## config.mk

```make
export PLATFORM = sky130hd
export DESIGN_NAME = metal_detect_size_classifier_unit
export DESIGN_NICKNAME = d
export VERILOG_FILES = /design/src/mdsc_pkg.sv /design/src/metal_detect_size_classifier_unit.sv /design/src/mdsc_regs.sv /design/src/mdsc_core.sv
export SDC_FILE = /design/constraint.sdc
export NUM_CORES = 1
export LEC_CHECK = 0
export ABC_AREA = 0
export BUFFER_PORTS_ARGS = -buffer_cell sky130_fd_sc_hd__buf_2
export CORE_MARGIN = 3
export CORE_UTILIZATION = 38
export CTS_BUF_LIST = sky130_fd_sc_hd__clkbuf_4 sky130_fd_sc_hd__clkbuf_8
export CTS_CLUSTER_SIZE = 28
export DETAILED_ROUTE_END_ITERATION = 16
export PLACE_DENSITY_LB_ADDON = 0.08
export SLEW_MARGIN = 0
export SYNTH_ARGS = -nofsm -noshare
export SYNTH_HDL_FRONTEND = slang
export SYNTH_SLANG_ARGS = --single-unit
```

## constraint.sdc

```tcl
create_clock -name clk -period 7 [get_ports clk]
set_input_delay 1.05 -clock clk [delete_from_list [all_inputs] [get_ports clk]]
set_output_delay 1.05 -clock clk [all_outputs]
set_load 0.005 [all_outputs]
```

## src/mdsc_pkg.sv

```systemverilog
// shared types, constants and the size classifier function for the size classifier
package mdsc_pkg;

	localparam int LEVEL_W = 12;
	localparam int RUN_W   = 16;
	localparam int TALLY_W = 4;
	localparam int SIZE_W  = 2;
	localparam int SUM_W   = TALLY_W + 2;
	localparam int ADDR_W  = 5;
	localparam int DATA_W  = 32;
	localparam int IDX_W   = 3;

	localparam logic [LEVEL_W-1:0] LEVEL_MAX = {LEVEL_W{1'b1}};
	localparam logic [TALLY_W-1:0] TALLY_MAX = {TALLY_W{1'b1}};

	localparam logic [SIZE_W-1:0] SIZE_NONE   = 2'd0;
	localparam logic [SIZE_W-1:0] SIZE_SMALL  = 2'd1;
	localparam logic [SIZE_W-1:0] SIZE_MEDIUM = 2'd2;
	localparam logic [SIZE_W-1:0] SIZE_LARGE  = 2'd3;

	localparam logic [IDX_W-1:0] REG_ENTRY   = 3'd0;
	localparam logic [IDX_W-1:0] REG_RELEASE = 3'd1;
	localparam logic [IDX_W-1:0] REG_LARGE   = 3'd2;
	localparam logic [IDX_W-1:0] REG_MEDIUM  = 3'd3;
	localparam logic [IDX_W-1:0] REG_SMALL   = 3'd4;

	typedef struct packed {
		logic [LEVEL_W-1:0] entry_thr;
		logic [RUN_W-1:0]   release_cnt;
		logic [LEVEL_W-1:0] large_thr;
		logic [LEVEL_W-1:0] medium_thr;
		logic [LEVEL_W-1:0] small_thr;
	} cfg_t;

	localparam cfg_t CFG_RESET = '{
		entry_thr:   12'd3000,
		release_cnt: 16'd10,
		large_thr:   12'd1000,
		medium_thr:  12'd2000,
		small_thr:   12'd3000
	};

	function automatic logic [SIZE_W-1:0] classify(input logic [LEVEL_W-1:0] level,
		input cfg_t cfg);
		logic [SIZE_W-1:0] size;
		if (level < cfg.large_thr) begin
			size = SIZE_LARGE;
		end else if (level < cfg.medium_thr) begin
			size = SIZE_MEDIUM;
		end else if (level < cfg.small_thr) begin
			size = SIZE_SMALL;
		end else begin
			size = SIZE_NONE;
		end
		return size;
	endfunction

endpackage

```

## src/metal_detect_size_classifier_unit.sv

```systemverilog
// top level of the metal detector size classifier
//
// channel  dir  handshake            payload
// in       in   in_valid / in_stall  sample_level
// out      out  out_valid / out_stall live_size, small/medium/large/total_tally
// cfg      in   apb-style            entry, release count, size thresholds
//
// one word per clock while out_stall is low; a word lands in the input register,
// then the phase sequencer updates state and the result register from it
// the result register is the state, so a stalled result holds the next word in
// the input register; stall on the input rises only when both are full
// reset clears phase, tallies, run counter and registers to their defaults
module metal_detect_size_classifier_unit import mdsc_pkg::*; (
	input  logic               clk,
	input  logic               arst_n,
	input  logic               psel,
	input  logic               penable,
	input  logic               pwrite,
	input  logic [ADDR_W-1:0]  paddr,
	input  logic [DATA_W-1:0]  pwdata,
	output logic [DATA_W-1:0]  prdata,
	output logic               pready,
	input  logic               in_valid,
	output logic               in_stall,
	input  logic [LEVEL_W-1:0] sample_level,
	output logic               out_valid,
	input  logic               out_stall,
	output logic [SIZE_W-1:0]  live_size,
	output logic [TALLY_W-1:0] small_tally,
	output logic [TALLY_W-1:0] medium_tally,
	output logic [TALLY_W-1:0] large_tally,
	output logic [TALLY_W-1:0] total_tally
);

	cfg_t cfg;

	mdsc_regs u_regs (
		.clk     (clk),
		.arst_n  (arst_n),
		.psel    (psel),
		.penable (penable),
		.pwrite  (pwrite),
		.paddr   (paddr),
		.pwdata  (pwdata),
		.prdata  (prdata),
		.pready  (pready),
		.cfg     (cfg)
	);

	mdsc_core u_core (
		.clk          (clk),
		.arst_n       (arst_n),
		.cfg          (cfg),
		.in_valid     (in_valid),
		.in_stall     (in_stall),
		.sample_level (sample_level),
		.out_valid    (out_valid),
		.out_stall    (out_stall),
		.live_size    (live_size),
		.small_tally  (small_tally),
		.medium_tally (medium_tally),
		.large_tally  (large_tally),
		.total_tally  (total_tally)
	);

endmodule

```

## src/mdsc_regs.sv

```systemverilog
// configuration register bank behind the apb-style port
module mdsc_regs import mdsc_pkg::*; (
	input  logic              clk,
	input  logic              arst_n,
	input  logic              psel,
	input  logic              penable,
	input  logic              pwrite,
	input  logic [ADDR_W-1:0] paddr,
	input  logic [DATA_W-1:0] pwdata,
	output logic [DATA_W-1:0] prdata,
	output logic              pready,
	output cfg_t              cfg
);

	cfg_t             cfg_q;
	logic [IDX_W-1:0] idx;
	logic             wr_en;

	assign idx    = paddr[ADDR_W-1:2];
	assign wr_en  = psel && penable && pwrite;
	assign pready = 1'b1;
	assign cfg    = cfg_q;

	always_ff @(posedge clk or negedge arst_n) begin
		if (!arst_n) begin
			cfg_q <= CFG_RESET;
		end else if (wr_en) begin
			case (idx)
				REG_ENTRY:   cfg_q.entry_thr   <= pwdata[LEVEL_W-1:0];
				REG_RELEASE: cfg_q.release_cnt <= pwdata[RUN_W-1:0];
				REG_LARGE:   cfg_q.large_thr   <= pwdata[LEVEL_W-1:0];
				REG_MEDIUM:  cfg_q.medium_thr  <= pwdata[LEVEL_W-1:0];
				REG_SMALL:   cfg_q.small_thr   <= pwdata[LEVEL_W-1:0];
				default: ;
			endcase
		end
	end

	always_comb begin
		case (idx)
			REG_ENTRY:   prdata = DATA_W'(cfg_q.entry_thr);
			REG_RELEASE: prdata = DATA_W'(cfg_q.release_cnt);
			REG_LARGE:   prdata = DATA_W'(cfg_q.large_thr);
			REG_MEDIUM:  prdata = DATA_W'(cfg_q.medium_thr);
			REG_SMALL:   prdata = DATA_W'(cfg_q.small_thr);
			default:     prdata = '0;
		endcase
	end

endmodule

```

## src/mdsc_core.sv

```systemverilog
// input register, phase sequencer, tallies and result register
module mdsc_core import mdsc_pkg::*; (
	input  logic               clk,
	input  logic               arst_n,
	input  cfg_t               cfg,
	input  logic               in_valid,
	output logic               in_stall,
	input  logic [LEVEL_W-1:0] sample_level,
	output logic               out_valid,
	input  logic               out_stall,
	output logic [SIZE_W-1:0]  live_size,
	output logic [TALLY_W-1:0] small_tally,
	output logic [TALLY_W-1:0] medium_tally,
	output logic [TALLY_W-1:0] large_tally,
	output logic [TALLY_W-1:0] total_tally
);

	typedef enum logic [1:0] {
		PH_IDLE,
		PH_DETECT,
		PH_HOLD,
		PH_RELEASE
	} phase_t;

	phase_t             phase_q, phase_nxt;
	logic [LEVEL_W-1:0] lowest_q, lowest_nxt;
	logic [RUN_W-1:0]   run_q, run_nxt, run_inc;
	logic [SIZE_W-1:0]  shown_q, shown_nxt, hold_size;
	logic [TALLY_W-1:0] sml_q, sml_nxt, med_q, med_nxt, lrg_q, lrg_nxt;
	logic [TALLY_W-1:0] total_q, total_nxt;
	logic [SUM_W-1:0]   sum_cur, sum_nxt;
	logic               valid_s1, out_valid_q;
	logic [LEVEL_W-1:0] level_s1;
	logic               adv, above, run_hit;

	assign adv      = valid_s1 && (!out_valid_q || !out_stall);
	assign in_stall = valid_s1 && out_valid_q && out_stall;

	assign above     = level_s1 > cfg.entry_thr;
	assign run_inc   = run_q + 1'b1;
	assign run_hit   = run_inc >= cfg.release_cnt;
	assign hold_size = classify(lowest_q, cfg);
	assign sum_cur   = SUM_W'(sml_q) + SUM_W'(med_q) + SUM_W'(lrg_q);

	always_comb begin
		phase_nxt  = phase_q;
		lowest_nxt = lowest_q;
		run_nxt    = run_q;
		shown_nxt  = shown_q;
		sml_nxt    = sml_q;
		med_nxt    = med_q;
		lrg_nxt    = lrg_q;
		case (phase_q)
			PH_IDLE: begin
				shown_nxt = SIZE_NONE;
				if (level_s1 < cfg.entry_thr) begin
					lowest_nxt = LEVEL_MAX;
					run_nxt    = '0;
					phase_nxt  = PH_DETECT;
				end
			end
			PH_DETECT: begin
				if (level_s1 < lowest_q) begin
					lowest_nxt = level_s1;
					shown_nxt  = classify(level_s1, cfg);
				end
				if (!above) begin
					run_nxt = '0;
				end else if (run_hit) begin
					run_nxt   = '0;
					phase_nxt = PH_HOLD;
				end else begin
					run_nxt = run_inc;
				end
			end
			PH_HOLD: begin
				if (sum_cur < SUM_W'(TALLY_MAX)) begin
					if (hold_size == SIZE_SMALL && sml_q < TALLY_MAX) begin
						sml_nxt = sml_q + 1'b1;
					end else if (hold_size == SIZE_MEDIUM && med_q < TALLY_MAX) begin
						med_nxt = med_q + 1'b1;
					end else if (hold_size == SIZE_LARGE && lrg_q < TALLY_MAX) begin
						lrg_nxt = lrg_q + 1'b1;
					end
				end
				run_nxt   = '0;
				phase_nxt = PH_RELEASE;
			end
			default: begin
				if (!above) begin
					run_nxt = '0;
				end else if (run_hit) begin
					run_nxt   = '0;
					phase_nxt = PH_IDLE;
				end else begin
					run_nxt = run_inc;
				end
			end
		endcase
		sum_nxt = SUM_W'(sml_nxt) + SUM_W'(med_nxt) + SUM_W'(lrg_nxt);
		if (sum_nxt > SUM_W'(TALLY_MAX)) begin
			total_nxt = TALLY_MAX;
		end else begin
			total_nxt = sum_nxt[TALLY_W-1:0];
		end
	end

	always_ff @(posedge clk or negedge arst_n) begin
		if (!arst_n) begin
			valid_s1    <= 1'b0;
			level_s1    <= '0;
			out_valid_q <= 1'b0;
			phase_q     <= PH_IDLE;
			lowest_q    <= LEVEL_MAX;
			run_q       <= '0;
			shown_q     <= SIZE_NONE;
			sml_q       <= '0;
			med_q       <= '0;
			lrg_q       <= '0;
			total_q     <= '0;
		end else begin
			if (!in_stall) begin
				valid_s1 <= in_valid;
				level_s1 <= sample_level;
			end
			if (adv) begin
				out_valid_q <= 1'b1;
				phase_q     <= phase_nxt;
				lowest_q    <= lowest_nxt;
				run_q       <= run_nxt;
				shown_q     <= shown_nxt;
				sml_q       <= sml_nxt;
				med_q       <= med_nxt;
				lrg_q       <= lrg_nxt;
				total_q     <= total_nxt;
			end else if (!out_stall) begin
				out_valid_q <= 1'b0;
			end
		end
	end

	assign out_valid    = out_valid_q;
	assign live_size    = shown_q;
	assign small_tally  = sml_q;
	assign medium_tally = med_q;
	assign large_tally  = lrg_q;
	assign total_tally  = total_q;

endmodule

```

==> out/metrics.cfg <==
[clocking]
cts.htree.levels=4
clkTransAtPathRegs_ps=80
insertion_delay_ps=470
cts_tree=yes
post_cts_buffers=0
cts_buffers=17
cts.sinks=126
cts_root_buf=clkbuf_8
clk_path_buf_depth=2
cts.hold.buffers_added=0
cts_resized=0

[placed_design]
place_congestion=0.805
portBuffers=73
pre_cts_slack_ps=1400
dp_hpwl_microns=17700

[cells_and_area]
post-route-util_pct=43.1
regArea_sq_um=3200
layout_common_cells=ha_1 (128), nand2_1 (87), dfrtp_1 (86)
nets=1213
area.growth.synth_to_final_pct=11.4
layout-drive-gt1-share_pct=20.7
fillCellCount=2430
multi_input_area_sq_um=5420
antenna_cells=0
layout_commonest_cell=ha_1

[power]
p_comb_share_pct=40.3
p_switching_uw=1170
switching_share_pct=39.5
p_leak_uw=0.00514
ir_drop_uv=135
sequentialPowerShare_pct=36.9
p_per_area_nw_per_um2=292
clock_power_share_pct=22.8
p_int_uw=1790

[timing]
period_share_pct=79.2
setup_viol=0
worstMarginPinSlew_ps=1100
timing.setup.tns_ps=0
hold_viol=0
grt_setup_unrepaired=no
fin_skew_ps=29.8
min_period_ps=5550
max-slew-margin-rel_pct=26.5
setup_ws_ps=1450
timing.fmax_mhz=180
final_max_slew_viol_count=0

[logic_synthesis]
synth_cell_types=72
synth_area_sq_um=9120
synth_cells=959
yosysSeqAreaShare_pct=35.1
synth_edf_count=0
ys_warn_count=0
synth_seq_cells=126
ys.flop_type=dfrtp_1
synthArstFlopShare_pct=100
syn_avg_cell_area_sq_um=9.51

[grt]
met3_usage_pct=2.58
grt_util_met1_pct=27.5
grt_antenna_before_repair=0
use_met2_pct=28.2
grt_max_degree=66
top_usage_layer=met2
grt_pass1_vias=6985
grt-ovfl-total=0
grt_use_total_pct=18.5
grt_pass1_wl_microns=37700

[routing]
drt_pass1_iterations=5
ant_nets=0
vias=6824
wirelength_microns=23000
drtIter0Drc=355
drc=0
avgRoutedWirePerCell_microns=16.9
avgViaCountPerCell=5.03

[setup_path]
cp_max_fo=6
startpoint=u_core.small_tally[0]
r2r-start=u_core.small_tally[0]
r2r_cells=18
crit_type=flip-flop to flip-flop
critical_path_required_ps=7330
worstSetupStartpointType=flip-flop
cp-end-kind=flip-flop
arrival_ps=5870

[worst_hold_path]
worstHoldStart=u_core.valid_s1
hold_depth=1
hold_class=flip-flop to flip-flop

[die]
start_util_pct=38.7
die_x_microns=161
core_area_sq_um=23500
io_pins=109
dieHeight_microns=161
fp-row-count=56
dieArea_sq_um=25900

[outcome]
outcome=finished, final reports clean

[flow_run]
maxCapViolations=0

critical path, stage by stage (launching register included):
cell	delay, ps
dfrtp_1	470
ha_1	260
fa_1	490
fa_1	500
nor4_2	290
o32ai_1	120
a311o_1	360
nand2b_4	180
nor3_1	300
mux2_2	410
fa_1	580
inv_1	70
fa_1	420
nor2b_1	110
o21ai_0	100
nor3b_1	210
a21oi_1	60
nor3_1	350
a21oi_1	120
per-stage QoR:
stage               std cells  cell area, sq um  hold WS (ps)  power [uW]
floorplan                 974              9180           456        1930
global placement         1325              9750           475        2300
detailed placement       1325              9750           479        2310
CTS                      1357             10200           496        3010
global route             1357             10200           534        3250
finish                   1357             10200           493        2960
path summary, 6_finish.rpt:
path | endpoint | slack [ps]
setup / recovery | u_core.total_tally[3] | 1450
hold / removal | u_core.out_valid | 490
setup reg to reg | u_core.total_tally[3] | 1450
hold reg to reg | u_core.out_valid | 490
max in group asynchronous | u_core.medium_tally[2] | 5140
min in group asynchronous | u_regs.cfg[12] | 570
kinds of logic (layout without fill, tap and decap cells):
logic type | Yosys count | in the layout | share of synthesized area (%)
AOI/OAI and AO/OA | 213 | 213 | 14.2
xor gates and xnor gates | 30 | 30 | 2.96
adders and majority gates | 132 | 132 | 18.4
buffers and inverters | 130 | 194 | 6.23
DFF | 126 | 126 | 35.1
muxes | 74 | 74 | 8.94
other | 2 | 17 | 0.0823
and+or+nand+nor | 252 | 252 | 14.0
metal layers:
| metal | wire, microns | share of wire, % |
|---|---|---|
| met3 | 862 | 3.8 |
| met4 | 288 | 1.3 |
| met2 | 10100 | 44 |
| met5 | 0 | 0 |
| met1 | 11800 | 51 |
flip-flops by register name, summed over array words and instances (netlist names):
name / count
u_core.medium_tally: 4
u_core.valid_s1: 1
u_core.small_tally: 4
u_core.phase_q: 2
u_core.out_valid: 1
u_core.live_size: 2
u_regs.cfg: 64
u_core.run_q: 16
u_core.level_s1: 12
u_core.total_tally: 4
u_core.lowest_q: 12
u_core.large_tally: 4
power groups by stage:
stage	Combinational [uW]	Clock, uW	Sequential [uW]
after floorplan	872	0	1060
after global placement	1190	0	1110
after detailed placement	1200	0	1110
after CTS	1210	699	1100
after global routing	1390	730	1120
final	1190	676	1090
cells in the mapped netlist, drive strengths merged (6+ instances only):
cell    instances  area [sq um]
dfrtp          86          2150
nand3          18          90.1
a21boi          6          45.1
o21ai          81           405
nor2           43           164
nor2b          24           150
or2             8          50.1
clkbuf         21          78.8
o22ai          11          68.8
buf            26           178
ha            128          1600
nand4           8          50.1
a21o           18           135
a22o            9          78.8
mux2i          32           320
a21oi          51           255
mux2           40           450
xor2           18           158
o211ai          6          45.0
xnor2          12           113
nor3           20           105
and3            9          56.3
inv            83           312
a211oi          6          45.0
nand2          87           327
nand2b         10          70.1
dfstp          40          1050
cell type report:
cell class / count / share of cell area [%]
multi-input combinational: 718 / 53.4
sequential: 126 / 31.5
timing repair buffer: 79 / 4.10
tap: 319 / 3.93
inverter: 83 / 3.07
clock buffer: 18 / 2.44
clock inverter: 14 / 1.55
Power figures use the tool's default switching activity.
